==> config.mk <==
export PLATFORM = sky130hd
export DESIGN_NAME = websocket_frame_deframer
export DESIGN_NICKNAME = d
export VERILOG_FILES = /design/src/wsd_pkg.sv /design/src/websocket_frame_deframer.sv /design/src/wsd_in_stage.sv /design/src/wsd_parser.sv
export SDC_FILE = /design/constraint.sdc
export NUM_CORES = 1
export LEC_CHECK = 0
export BUFFER_PORTS_ARGS = -buffer_cell sky130_fd_sc_hd__buf_2
export CAP_MARGIN = 30
export CELL_PAD_IN_SITES_DETAIL_PLACEMENT = 2
export CELL_PAD_IN_SITES_GLOBAL_PLACEMENT = 2
export CORE_ASPECT_RATIO = 0.9
export CORE_MARGIN = 2
export CORE_UTILIZATION = 35
export CTS_CLUSTER_SIZE = 24
export DETAILED_ROUTE_END_ITERATION = 7
export GPL_ROUTABILITY_DRIVEN = 0
export PLACE_DENSITY_LB_ADDON = 0.1
export SLEW_MARGIN = 20
export SYNTH_ARGS = -nofsm -noshare
export SYNTH_HDL_FRONTEND = slang
export SYNTH_HIERARCHICAL = 1
export SYNTH_SLANG_ARGS = --single-unit
==> constraint.sdc <==
create_clock -name clk -period 3.39 [get_ports clk]
set_clock_uncertainty 0.1 [all_clocks]
set_input_delay 0.678 -clock clk [delete_from_list [all_inputs] [get_ports clk]]
set_output_delay 0.678 -clock clk [all_outputs]
set_load 0.02 [all_outputs]
==> src/wsd_pkg.sv <==
// Shared types and codes for the WebSocket frame deframer.
// Used by wsd_in_stage, wsd_parser and websocket_frame_deframer; no dependencies.
package wsd_pkg;

  typedef enum logic [3:0] {
    OP_TEXT   = 4'd1,
    OP_BINARY = 4'd2,
    OP_CLOSE  = 4'd8,
    OP_PING   = 4'd9
  } opcode_t;

  typedef enum logic [2:0] {
    EV_NONE   = 3'd0,
    EV_PING   = 3'd1,
    EV_CLOSE  = 3'd2,
    EV_SHORT  = 3'd3,
    EV_TRUNC  = 3'd4,
    EV_UNHAND = 3'd5
  } event_t;

  localparam logic [6:0] LEN16_CODE = 7'd126;

  typedef struct packed {
    logic [7:0] data_byte;
    logic       end_of_buffer;
  } in_word_t;

  typedef struct packed {
    logic       has_payload;
    logic [7:0] payload_byte;
    logic       payload_last;
    logic [2:0] event_res;
    logic [3:0] frame_opcode;
  } result_t;

endpackage

==> src/websocket_frame_deframer.sv <==
// WebSocket frame deframer, receive side: top level with the result register.
// Depends on wsd_pkg, wsd_in_stage and wsd_parser.
//
// Usage: received bytes enter one word at a time on the in_ channel, with
// in_end_of_buffer set on the last byte of each received buffer; each buffer
// carries one frame. The out_ channel gives zero or one word per input word:
// an unmasked text or binary payload byte (the last one marked), an event
// (ping or close reply request, short header, truncated payload, unhandled
// opcode), or both on the same word. Bytes after the end of a frame give no
// word until the end of the buffer.
// A word taken into the input register is parsed and lands in the result
// register when it advances. Throughput is one word per cycle while the
// receiver keeps up, set by the single parse step between the two registers.
// When the receiver stalls, the result register holds its word and the input
// register still takes one more word; in_ready falls only when both are full.
// While the result is stalled the parser waits, whether or not the next word
// gives a result.
// Reset clears the valid flags of both registers and returns the parser to the first header byte.
module websocket_frame_deframer (
  input  logic       clk,
  input  logic       rst_n,
  input  logic       in_valid,
  output logic       in_ready,
  input  logic [7:0] in_data_byte,
  input  logic       in_end_of_buffer,
  output logic       out_valid,
  input  logic       out_ready,
  output logic       out_has_payload,
  output logic [7:0] out_payload_byte,
  output logic       out_payload_last,
  output logic [2:0] out_event_res,
  output logic [3:0] out_frame_opcode
);

  wsd_pkg::in_word_t in_word;
  wsd_pkg::in_word_t stage_word;
  wsd_pkg::result_t  res;
  wsd_pkg::result_t  res_r;
  logic              stage_valid;
  logic              advance;
  logic              emit;
  logic              out_valid_r;
  logic              out_valid_nxt;

  assign in_word.data_byte     = in_data_byte;
  assign in_word.end_of_buffer = in_end_of_buffer;

  assign advance = stage_valid && (!out_valid_r || out_ready);

  wsd_in_stage u_in_stage (
    .clk         (clk),
    .rst_n       (rst_n),
    .in_valid    (in_valid),
    .in_ready    (in_ready),
    .in_word     (in_word),
    .advance     (advance),
    .stage_valid (stage_valid),
    .stage_word  (stage_word)
  );

  wsd_parser u_parser (
    .clk   (clk),
    .rst_n (rst_n),
    .step  (advance),
    .word  (stage_word),
    .emit  (emit),
    .res   (res)
  );

  always_comb begin
    out_valid_nxt = out_valid_r;
    if (advance) begin
      out_valid_nxt = emit;
    end else if (out_ready) begin
      out_valid_nxt = 1'b0;
    end
  end

  always_ff @(posedge clk) begin
    if (!rst_n) begin
      out_valid_r <= 1'b0;
    end else begin
      out_valid_r <= out_valid_nxt;
    end
  end

  always_ff @(posedge clk) begin
    if (advance && emit) begin
      res_r <= res;
    end
  end

  assign out_valid        = out_valid_r;
  assign out_has_payload  = res_r.has_payload;
  assign out_payload_byte = res_r.payload_byte;
  assign out_payload_last = res_r.payload_last;
  assign out_event_res    = res_r.event_res;
  assign out_frame_opcode = res_r.frame_opcode;

  a_no_empty_result: assert property (@(posedge clk) disable iff (!rst_n)
    out_valid |-> (out_has_payload || out_event_res != wsd_pkg::EV_NONE))
    else $error("result word carries neither payload nor event");

  a_last_needs_payload: assert property (@(posedge clk) disable iff (!rst_n)
    (out_valid && out_payload_last) |-> out_has_payload)
    else $error("last marker without payload byte");

  a_event_code_range: assert property (@(posedge clk) disable iff (!rst_n)
    out_valid |-> (out_event_res <= wsd_pkg::EV_UNHAND))
    else $error("event code out of range");

  a_ready_only_when_full: assert property (@(posedge clk) disable iff (!rst_n)
    !in_ready |-> (stage_valid && out_valid_r && !out_ready))
    else $error("input stalled without a full pipeline");

  a_reset_clears_output: assert property (@(posedge clk)
    !rst_n |=> !out_valid)
    else $error("result valid straight after reset");

endmodule

==> src/wsd_in_stage.sv <==
// Input register of the deframer: holds one received word until the parser takes it.
// Depends on wsd_pkg for the word type.
module wsd_in_stage (
  input  logic             clk,
  input  logic             rst_n,
  input  logic             in_valid,
  output logic             in_ready,
  input  wsd_pkg::in_word_t in_word,
  input  logic             advance,
  output logic             stage_valid,
  output wsd_pkg::in_word_t stage_word
);

  logic              valid_r;
  logic              valid_nxt;
  wsd_pkg::in_word_t word_r;
  logic              take;

  assign in_ready    = !valid_r || advance;
  assign take        = in_valid && in_ready;
  assign stage_valid = valid_r;
  assign stage_word  = word_r;

  always_comb begin
    valid_nxt = valid_r;
    if (take) begin
      valid_nxt = 1'b1;
    end else if (advance) begin
      valid_nxt = 1'b0;
    end
  end

  always_ff @(posedge clk) begin
    if (!rst_n) begin
      valid_r <= 1'b0;
    end else begin
      valid_r <= valid_nxt;
    end
  end

  always_ff @(posedge clk) begin
    if (take) begin
      word_r <= in_word;
    end
  end

endmodule

==> src/wsd_parser.sv <==
// Frame parser: header, extended length and mask key state, and payload unmasking.
// Depends on wsd_pkg for opcodes, event codes and the result type.
module wsd_parser (
  input  logic              clk,
  input  logic              rst_n,
  input  logic              step,
  input  wsd_pkg::in_word_t word,
  output logic              emit,
  output wsd_pkg::result_t  res
);

  typedef enum logic [2:0] {
    PH_HDR0    = 3'd0,
    PH_HDR1    = 3'd1,
    PH_EXTLEN  = 3'd2,
    PH_KEY     = 3'd3,
    PH_PAYLOAD = 3'd4,
    PH_SKIP    = 3'd5
  } phase_t;

  phase_t      phase_r, phase_nxt;
  logic [3:0]  opcode_r, opcode_nxt;
  logic        masked_r, masked_nxt;
  logic [3:0]  ext_left_r, ext_left_nxt;
  logic [63:0] decl_len_r, decl_len_nxt;
  logic [31:0] key_r, key_nxt;
  logic [2:0]  key_left_r, key_left_nxt;
  logic [63:0] count_r, count_nxt;

  logic        len_done;
  logic        hdr_done;
  logic [2:0]  ev;
  logic        has;
  logic [7:0]  pbyte;
  logic        plast;
  logic [7:0]  key_byte;
  logic [7:0]  b;

  assign b = word.data_byte;

  always_comb begin
    case (count_r[1:0])
      2'd0:    key_byte = key_r[31:24];
      2'd1:    key_byte = key_r[23:16];
      2'd2:    key_byte = key_r[15:8];
      default: key_byte = key_r[7:0];
    endcase
  end

  always_comb begin
    phase_nxt    = phase_r;
    opcode_nxt   = opcode_r;
    masked_nxt   = masked_r;
    ext_left_nxt = ext_left_r;
    decl_len_nxt = decl_len_r;
    key_nxt      = key_r;
    key_left_nxt = key_left_r;
    count_nxt    = count_r;
    len_done     = 1'b0;
    hdr_done     = 1'b0;
    ev           = wsd_pkg::EV_NONE;
    has          = 1'b0;
    pbyte        = 8'd0;
    plast        = 1'b0;

    case (phase_r)
      PH_HDR0: begin
        opcode_nxt   = b[3:0];
        masked_nxt   = 1'b0;
        decl_len_nxt = 64'd0;
        key_nxt      = 32'd0;
        ext_left_nxt = 4'd0;
        key_left_nxt = 3'd0;
        count_nxt    = 64'd0;
        phase_nxt    = PH_HDR1;
      end
      PH_HDR1: begin
        masked_nxt = b[7];
        if (b[6:0] < wsd_pkg::LEN16_CODE) begin
          decl_len_nxt = {57'd0, b[6:0]};
          len_done     = 1'b1;
        end else begin
          decl_len_nxt = 64'd0;
          ext_left_nxt = (b[6:0] == wsd_pkg::LEN16_CODE) ? 4'd2 : 4'd8;
          phase_nxt    = PH_EXTLEN;
        end
      end
      PH_EXTLEN: begin
        decl_len_nxt = {decl_len_r[55:0], b};
        ext_left_nxt = ext_left_r - 4'd1;
        len_done     = (ext_left_nxt == 4'd0);
      end
      PH_KEY: begin
        key_nxt      = {key_r[23:0], b};
        key_left_nxt = key_left_r - 3'd1;
        hdr_done     = (key_left_nxt == 3'd0);
      end
      PH_PAYLOAD: begin
        has   = 1'b1;
        pbyte = masked_r ? (b ^ key_byte) : b;
        if (count_r + 64'd1 == decl_len_r) begin
          plast     = 1'b1;
          phase_nxt = PH_SKIP;
        end
        count_nxt = count_r + 64'd1;
      end
      default: begin
      end
    endcase

    if (len_done) begin
      if (masked_nxt) begin
        key_left_nxt = 3'd4;
        phase_nxt    = PH_KEY;
      end else begin
        hdr_done = 1'b1;
      end
    end

    if (hdr_done) begin
      case (opcode_r)
        wsd_pkg::OP_PING: begin
          phase_nxt = PH_SKIP;
          ev        = wsd_pkg::EV_PING;
        end
        wsd_pkg::OP_CLOSE: begin
          phase_nxt = PH_SKIP;
          ev        = wsd_pkg::EV_CLOSE;
        end
        wsd_pkg::OP_TEXT, wsd_pkg::OP_BINARY: begin
          count_nxt = 64'd0;
          phase_nxt = (decl_len_nxt != 64'd0) ? PH_PAYLOAD : PH_SKIP;
        end
        default: begin
          phase_nxt = PH_SKIP;
          ev        = wsd_pkg::EV_UNHAND;
        end
      endcase
    end

    if (word.end_of_buffer) begin
      if (phase_nxt == PH_HDR1 || phase_nxt == PH_EXTLEN || phase_nxt == PH_KEY) begin
        ev = wsd_pkg::EV_SHORT;
      end else if (phase_nxt == PH_PAYLOAD) begin
        ev = wsd_pkg::EV_TRUNC;
      end
      phase_nxt = PH_HDR0;
    end
  end

  assign emit             = has || (ev != wsd_pkg::EV_NONE);
  assign res.has_payload  = has;
  assign res.payload_byte = pbyte;
  assign res.payload_last = plast;
  assign res.event_res    = ev;
  assign res.frame_opcode = opcode_nxt;

  always_ff @(posedge clk) begin
    if (!rst_n) begin
      phase_r    <= PH_HDR0;
      opcode_r   <= 4'd0;
      masked_r   <= 1'b0;
      ext_left_r <= 4'd0;
      decl_len_r <= 64'd0;
      key_r      <= 32'd0;
      key_left_r <= 3'd0;
      count_r    <= 64'd0;
    end else if (step) begin
      phase_r    <= phase_nxt;
      opcode_r   <= opcode_nxt;
      masked_r   <= masked_nxt;
      ext_left_r <= ext_left_nxt;
      decl_len_r <= decl_len_nxt;
      key_r      <= key_nxt;
      key_left_r <= key_left_nxt;
      count_r    <= count_nxt;
    end
  end

endmodule

==> results of run 1 <==
-- state kept, by name, indices dropped and copies added (netlist names) --
| signal | count |
|---|---|
| out_event_res | 3 |
| out_frame_opcode | 4 |
| out_has_payload | 1 |
| out_payload_byte | 8 |
| out_payload_last | 1 |
| out_valid | 1 |
| u_in_stage/stage_valid | 1 |
| u_in_stage/stage_word | 9 |
| u_parser/count_r | 64 |
| u_parser/decl_len_r | 64 |
| u_parser/ext_left_r | 4 |
| u_parser/key_left_r | 3 |
| u_parser/key_r | 32 |
| u_parser/masked_r | 1 |
| u_parser/opcode_r | 4 |
| u_parser/phase_r | 3 |
-- cells in the mapped netlist, drive strengths merged (5+ instances only) --
library cell  number
a2111oi            5
a21boi            20
a21oi             71
a222oi             8
a22oi            110
a2bb2oi           11
a31oi             12
and2              18
and3              20
and4              15
buf               29
clkbuf            97
dfxtp            177
edfxtp            26
ha                 9
inv               24
mux2               6
mux2i              7
nand2            116
nand2b            11
nand3             43
nand3b             5
nand4             58
nand4b             7
nor2              94
nor2b            139
nor3              58
nor3b              7
nor4              52
o21a               8
o21ai             64
o22ai              9
o31ai              9
or2                5
or3               10
or4               19
xnor2             64
xor2              39
-- cell families after synthesis --
family | count (synthesis)
compound gates | 373
xor+xnor | 103
fa+ha+maj | 9
buf+inv | 150
flops | 203
mux | 13
simple gates | 684
-- worst reg2reg max path: cells and delay by family (launching register included) --
family,cells,cell delay [ns]
and+or+nand+nor,6,1.73
AOI/OAI and AO/OA,2,0.64
DFF,1,0.36
xor gates and xnor gates,1,0.24
adders and majority gates,1,0.23
buffers and inverters,1,0.23
-- power breakdown --
part	internal (uW)	switching, uW
sequential	2470	29.0
clock	1650	1240
combinational	163	333
total	4280	1610
-- final timing paths --
kind / start / to / slack, ns / cells after the start
setup reg to reg: u_parser/count_r[1] / out_event_res[2] / -0.38 / 11
hold reg to reg: u_parser/count_r[63] / u_parser/count_r[63] / 0.39 / 1
setup / recovery: u_parser/count_r[1] / out_event_res[2] / -0.38 / 11
hold / removal: in_data_byte[6] / u_in_stage/stage_word[7] / 0.18 / 1
-- routing by layer --
| layer | vias up | track usage | wire, microns |
|---|---|---|---|
| met4 | 2 | 0.131 | 2740 |
| met2 | 669 | 0.524 | 28900 |
| met1 | 7381 | 0.487 | 29800 |
| met3 | 178 | 0.0920 | 6310 |
| met5 | - | 0 | 13 |
| li1 | 6173 | - | - |
-- repair_timing --
| action | CTS | global route |
|---|---|---|
| endpoints found under the setup margin | 20 | 32 |
| setup buffers | 14 | 8 |
| pin swaps | 18 | 22 |
| cloned | 0 | 0 |
| resized for setup | 77 | 33 |
-- through the flow --
step | worst slack, ns | util | setup TNS [ns]
floorplan | -0.0772 | - | -0.0772
global placement | -0.556 | 0.430 | -1.94
detailed placement | -0.542 | 0.430 | -2.64
CTS | -0.276 | 0.468 | -0.656
global route | -0.482 | 0.474 | -2.75
finish | -0.384 | 0.474 | -1.53
-- cells in the final DEF (no fill, tap or decap), types with 11 or more instances in the layout --
| cell | netlist | routed |
|---|---|---|
| a31oi_1 | 12 | 12 |
| dfxtp_1 | 177 | 158 |
| xor2_1 | 39 | 38 |
| a21oi_1 | 71 | 71 |
| nand4_1 | 56 | 56 |
| a2bb2oi_1 | 11 | 11 |
| nor2_1 | 94 | 90 |
| a22oi_1 | 110 | 110 |
| buf_4 | 9 | 311 |
| clkbuf_16 | 0 | 26 |
| nor3_1 | 58 | 52 |
| a21boi_0 | 17 | 17 |
| nor4_1 | 46 | 33 |
| nor2b_1 | 138 | 138 |
| and2_1 | 15 | 16 |
| dfxtp_2 | 0 | 19 |
| o21ai_0 | 62 | 62 |
| nand3_1 | 41 | 36 |
| and3_1 | 19 | 17 |
| nand2_1 | 115 | 112 |
| inv_1 | 24 | 22 |
| or4_4 | 1 | 13 |
| xnor2_1 | 64 | 59 |
| edfxtp_1 | 26 | 26 |
| buf_2 | 16 | 30 |
-- final cells by class --
class                   count  share of cell area
multi-input cells        1182               0.482
flip-flops and latches    203               0.261
well taps                 469              0.0352
inverters                  24             0.00556
clock inverters            13             0.00947
repair buffers            356               0.164
clock buffers              35              0.0429
==> impl_metrics.tcl, run 1 <==
set metrics [dict create \
    synthTopCellsByArea "dfxtp_1, nor2b_1, a22oi_1" \
    die_area_sq_um 37300 \
    grt_pass1_wl_microns 98200 \
    worstPathRequired_ns 3.63 \
    register_area_sq_um 4350 \
    clk_pin_slew_ns 0.07 \
    h-tree-depth 1 \
    yosysUniqueCellTypes 86 \
    numPortBuffers 31 \
    crit_buf_inv 1 \
    setup_ws_ns -0.384 \
    crit_top_cell "nand2_1" \
    cp_max_fo 4 \
    synth_compound_area_frac 0.203 \
    syn_nets 1557 \
    timing.hold.ws_ns 0.175 \
    nFillCells 3820 \
    clock-root-buffer "clkbuf_16" \
    grt_overflow_total 0 \
    post-route-period-util 1.11 \
    syn2layout_area_growth_pct 32.9 \
    cts_sinks 203 \
    grt.total_usage 0.352 \
    startpoint_type "flip-flop" \
    fp-row-count 65 \
    max_cap_viol_count 0 \
    wire_per_inst_microns 29.7 \
    rsz0062_at_grt "yes" \
    status "complete, but fails checks" \
    vias 14400 \
    final_nets 1815 \
    dpl_cell_area_sq_um 15100 \
    fmax_mhz 265 \
    drv_slew 0 \
    core_area_sq_um 35100 \
    design_area_sq_um 16600 \
    slowest_stage "or4_4" \
    die_height_microns 183 \
    multi_input_area_sq_um 8030 \
    synth_edf_count 26 \
    async_flop_share 0 \
    ctsHoldBuffers 0 \
    finalPower_uw 5890 \
    insertion_delay_ns 0.59 \
    synthMuxAreaShare 0.0110 \
    synth_flop_cell "dfxtp_1" \
    hold_class "input port to flip-flop" \
    drt-total-wl_microns 67700 \
    initial_core_util 0.357 \
    synth.avg_cell_area_sq_um 8.16 \
    routed_via_density 6.31 \
    cp_top_family "simple AND/OR/NAND/NOR gates" \
    placed_cells 2212 \
    antenna_cells 0 \
    path_cells "ha_2 -> and3_2 -> nand2_1 -> or4_4 -> xnor2_1 -> nand2_1 -> a2111o_1 -> nor4b_4 -> nand4_1 -> buf_4 -> a31o_4" \
    max_stage_delay_ns 0.59 \
    synth_fa_ha_area_frac 0.00899 \
    io_pins 32 \
    failed_checks "negative setup slack" \
    cp-end-kind "flip-flop" \
    synth.largest_area_cell "dfxtp_1" \
    relSlewSlack 0.484 \
    dp_hpwl_microns 47800 \
    syn-cell-area_sq_um 12500 \
    synth_top_family_by_area "simple AND/OR/NAND/NOR gates" \
    grt_pass1_vias 15000 \
    synth_xor_area_frac 0.0720 \
    finalHoldViolCount 0 \
    cts_tree "built" \
    die_w_microns 203 \
    cts_made_buffers 26 \
    synth.top_cell.area_share 0.283 \
    drt_iter0_markers 1387 \
    yosys.area_share.simple 0.310 \
    powerDensity_nw_per_um2 354 \
    cts_buffer_depth 3 \
    cp.arrival_ns 4.01 \
    yosys_warnings 6 \
    period_minus_slack_ns 3.77 \
    leakagePower_uw 0.00619 \
    setup_viol 20 \
    grt_start_max_net_pins 71 \
    drtPass1Iterations 8 \
    ant_nets 0 \
    worst_pin_slew_ns 0.774 \
    ys_ff_latch 203 \
    peakVddDrop_mv 0.334 \
    criticalPathCategory "flip-flop to flip-flop" \
    final_cells 2282 \
    drc_errors 0 \
    netlist_instances 1535 \
    ys_seq_area_frac 0.345 \
    drive_gt1_frac 0.290 \
    antenna_found_initial 1 \
]
Power figures use the tool's default switching activity.
==> run 2: changes to the inputs <==
- clock period: 3.39 -> 4.4 ns (I/O delays scaled with it)
==> run 2 against run 1 <==
Via count is 10% lower; critical path depth shrank 2; the flow now finishes without violations; design area down 13%; routed wire length is 15% lower; worst hold slack improved by 0.21 ns; critical endpoint unchanged; utilization down 6.3 points; register-to-register slack improved by 0.41 ns; global-route usage fell by 4.6 points; sequential power shrank 22%; setup slack better by 0.41 ns; count of clock-buffer cells in the layout is the same.
==> impl_metrics.tcl, run 2 (same netlist as run 1, synthesis figures left out) <==
set metrics [dict create \
    status "finished, final reports clean" \
    insertion_delay_ns 0.57 \
    relSlewSlack 0.333 \
    fin_setup_tns_ns 0 \
    powerDensity_nw_per_um2 311 \
    io_pins 32 \
    drt-total-wl_microns 57800 \
    final_nets 1595 \
    grt_start_max_net_pins 88 \
    initial_core_util 0.357 \
    h-tree-depth 1 \
    grt_pass1_vias 13000 \
    cp_max_fo 8 \
    peakVddDrop_mv 0.260 \
    drv_slew 0 \
    grt_pass1_wl_microns 85700 \
    grt.total_usage 0.307 \
    numPortBuffers 31 \
    syn2layout_area_growth_pct 15.3 \
    die_w_microns 203 \
    top_regs "u_parser/count_r (64), u_parser/decl_len_r (64), u_parser/key_r (32)" \
    finalPower_uw 4500 \
    hold_class "flip-flop to flip-flop" \
    criticalPathCategory "flip-flop to flip-flop" \
    routed_via_density 6.29 \
    die_area_sq_um 37300 \
    fp-row-count 65 \
    startpoint_type "flip-flop" \
    drt_iter0_markers 1288 \
    clock-root-buffer "clkbuf_16" \
    period_minus_slack_ns 4.38 \
    nFillCells 3972 \
    die_height_microns 183 \
    rsz0062_at_grt "no" \
    clk_pin_slew_ns 0.06 \
    core_area_sq_um 35100 \
    worst_pin_slew_ns 0.988 \
    final_cell_mix "dfxtp_1, nor2b_1, nand2_1" \
    cts_sinks 203 \
    wire_per_inst_microns 28.0 \
    grt_overflow_total 0 \
    final_common_cell "dfxtp_1" \
    post-route-period-util 0.995 \
    cts_made_buffers 25 \
    dp_hpwl_microns 42600 \
    worstPathRequired_ns 4.62 \
    fmax_mhz 228 \
    leakagePower_uw 0.00486 \
    max_cap_viol_count 0 \
    cts_tree "built" \
    finalHoldViolCount 0 \
    cp.arrival_ns 4.60 \
    setup_viol 0 \
    antenna_found_initial 2 \
    vias 13000 \
    post-route-util 0.411 \
    cts_buffer_depth 3 \
    drtPass1Iterations 7 \
    drc_errors 0 \
    ant_nets 0 \
    cp-end-kind "flip-flop" \
    drive_gt1_frac 0.143 \
]
==> run 2: cell count changes in the layout (fill, tap and decap cells not counted), moves of 5 or more <==
cell,before,now
buf_4,311,107
nor4_4,9,1
buf_6,7,0
nor4_1,33,45
xnor2_2,5,0
buf_12,8,0
or4_1,6,16
or4_4,13,1
and4_1,10,15
xnor2_1,59,64
dfxtp_2,19,2
dfxtp_1,158,175
==> run 2: where the power goes <==
group,internal (uW),total [uW],switching [uW]
registers,1910,1940,30.9
logic,97.2,322,225
clock network,1340,2240,896
==> run 2: area by class of cell <==
type / count / area [sq um] / area share
Timing Repair Buffer: 137 / 953 / 0.0660
Antenna cell: 1 / 2.50 / 0.000173
Clock inverter: 10 / 169 / 0.0117
Sequential cell: 203 / 4330 / 0.300
Clock buffer: 35 / 694 / 0.0481
Multi-Input combinational cell: 1182 / 7620 / 0.528
Inverter: 24 / 90.1 / 0.00624
Tap cell: 469 / 587 / 0.0406
==> run 2: path summary, 6_finish.rpt <==
path / startpoint / endpoint / slack, ns / cells past startpoint
hold / removal: u_parser/count_r[63] / u_parser/count_r[63] / 0.39 / 1
setup / recovery: u_parser/count_r[27] / out_event_res[2] / 0.02 / 9
hold reg to reg: u_parser/count_r[63] / u_parser/count_r[63] / 0.39 / 1
setup reg to reg: u_parser/count_r[27] / out_event_res[2] / 0.02 / 9
==> run 2: metal layers <==
metal / share of wire / vias to the layer above / global-route usage / wire [microns]
met5: 0.00050 / - / 0 / 29
li1: - / 5725 / - / -
met4: 0.027 / 4 / 0.0838 / 1580
met1: 0.47 / 6665 / 0.452 / 27400
met2: 0.42 / 468 / 0.452 / 24300
met3: 0.078 / 98 / 0.0590 / 4540
==> run 2: worst max-delay path: stages (launching register included) <==
cell,delay [ns]
dfxtp_1,0.57
nand4_4,0.20
or4_4,0.62
or4_1,0.71
and3b_1,0.30
or4_1,0.62
nor4_2,0.19
nand4_1,0.33
buf_4,0.26
a31o_2,0.23
==> run 2: repair_timing <==
action,CTS,global route
buffers inserted,0,4
hold buffers,0,0
resized for setup,0,6
endpoints found under the hold margin,0,0
endpoints found under the setup margin,0,2
==> run 2: through the flow <==
stage	hold WS [ns]	std cells	setup WS, ns	instance area (sq um)
global placement	0.372	2011	0.121	13500
CTS	0.377	2056	0.0442	14400
global route	0.382	2060	0.000294	14400
finish	0.386	2061	0.0232	14400
detailed placement	0.371	2011	0.0808	13500
floorplan	0.348	1535	0.804	12500
==> run 3: changes to the inputs <==
- clock period: 4.4 -> 5.14 ns (I/O delays scaled with it)
==> run 3 against run 2 <==
First-iteration DRC count is 14% lower; critical path type unchanged; design area is 2.9% lower; critical path depth is 1 higher; largest power group unchanged.
==> impl_metrics.tcl, run 3 (same netlist as run 1, synthesis figures left out) <==
set metrics [dict create \
    rsz0062_at_grt "no" \
    startpoint_type "flip-flop" \
    final_cell_mix "dfxtp_1, nor2b_1, nand2_1" \
    vias 12600 \
    highest_layer "met4" \
    dpl_cell_area_sq_um 13200 \
    die_area_sq_um 37300 \
    h-tree-depth 1 \
    grt_start_max_net_pins 74 \
    design_area_sq_um 14000 \
    cts_sinks 203 \
    final_common_cell "dfxtp_1" \
    core_area_sq_um 35100 \
    initial_core_util 0.357 \
    antenna_cells 0 \
    status "finished, final reports clean" \
    final_nets 1541 \
    placed_cells 1961 \
    worst_pin_slew_ns 1.02 \
    insertion_delay_ns 0.57 \
    wl_met3_microns 3980 \
    criticalPathCategory "flip-flop to flip-flop" \
    ctsHoldBuffers 0 \
    clk_pin_slew_ns 0.06 \
    wl_met1_microns 26400 \
    cts_made_buffers 25 \
    cp-end-kind "flip-flop" \
    die_w_microns 203 \
    die_height_microns 183 \
    wire_per_inst_microns 27.9 \
    cts_tree "built" \
    drv_slew 0 \
    clock-root-buffer "clkbuf_16" \
    leakagePower_uw 0.00457 \
    final_cells 2006 \
    cp.arrival_ns 4.70 \
    io_pins 32 \
    finalHoldViolCount 0 \
    setup_viol 0 \
    grt.total_usage 0.298 \
    fp-row-count 65 \
    ant_nets 0 \
    drt-total-wl_microns 56000 \
    drive_gt1_frac 0.113 \
    fmax_mhz 223 \
    timing.hold.ws_ns 0.399 \
    grt_pass1_wl_microns 83700 \
    drt_iter0_markers 1102 \
    drc_errors 0 \
    wl_met2_microns 24100 \
    worstPathRequired_ns 5.36 \
    fin_setup_tns_ns 0 \
    period_minus_slack_ns 4.48 \
    routed_via_density 6.30 \
    post-cts-setup-buffer-count 0 \
    numPortBuffers 31 \
    syn2layout_area_growth_pct 11.9 \
    peakVddDrop_mv 0.234 \
    powerDensity_nw_per_um2 270 \
    finalPower_uw 3790 \
    cts_buffer_depth 3 \
    dp_hpwl_microns 40800 \
    post-route-period-util 0.872 \
    drtPass1Iterations 7 \
    hold_class "flip-flop to flip-flop" \
    cts_resized 0 \
    max_cap_viol_count 0 \
    grt_overflow_total 0 \
    top_regs "u_parser/count_r (64), u_parser/decl_len_r (64), u_parser/key_r (32)" \
    relSlewSlack 0.320 \
    cp_max_fo 10 \
    antenna_found_initial 0 \
    grt_pass1_vias 12800 \
]
[run 3: changes by cell type in the layout (fill, tap and decap cells not counted), moves of 3 or more]
cell,delta
clkinvlp_4,+4
clkbuf_8,+3
clkbuf_1,-5
buf_4,-55
[run 3: where the power goes]
group	switching, uW	internal, uW	leakage [uW]
logic	194	80.2	0.00250
clock network	785	1060	0.000404
registers	29.9	1630	0.00167
total	1010	2780	0.00457
[run 3: worst max-delay path, cell delays in order (launching register included)]
cell       delay, ns
dfxtp_1         0.55
nand3_1         0.37
or4_1           0.67
nor4_1          0.34
buf_4           0.22
nand4_1         0.19
xnor2_1         0.28
a2111oi_0       0.61
nor4b_2         0.32
nand4_1         0.25
a31o_2          0.31
[run 3: per-stage QoR]
| step | setup WS, ns | util |
|---|---|---|
| 6_report | 0.658 | 0.399 |
| 3_3_place_gp | 0.780 | 0.375 |
| 2_1_floorplan | 1.54 | - |
| 3_5_place_dp | 0.775 | 0.375 |
| 4_1_cts | 0.764 | 0.399 |
| 5_1_grt | 0.516 | 0.399 |
[run 3: worst paths after layout]
| check | start | end | slack, ns | cells past startpoint |
|---|---|---|---|---|
| worst max-delay path | u_parser/count_r[38] | out_event_res[2] | 0.66 | 10 |
| worst min-delay path | out_valid | out_valid | 0.40 | 2 |
| worst max register to register | u_parser/count_r[38] | out_event_res[2] | 0.66 | 10 |
| worst min register to register | out_valid | out_valid | 0.40 | 2 |
[run 3: final cells by class]
| class | count | area (sq um) |
|---|---|---|
| multi-input combinational | 1182 | 7610 |
| inverter | 24 | 90.1 |
| fill | 4030 | 21100 |
| timing repair buffer | 83 | 561 |
| clock inverter | 13 | 155 |
| tap | 469 | 587 |
| clock buffer | 32 | 692 |
| sequential | 203 | 4320 |
[run 3: per-layer routing]
| layer | GRT usage | up-vias |
|---|---|---|
| li1 | - | 5614 |
| met2 | 0.451 | 392 |
| met4 | 0.0794 | 0 |
| met3 | 0.0557 | 101 |
| met5 | 0 | - |
| met1 | 0.431 | 6533 |
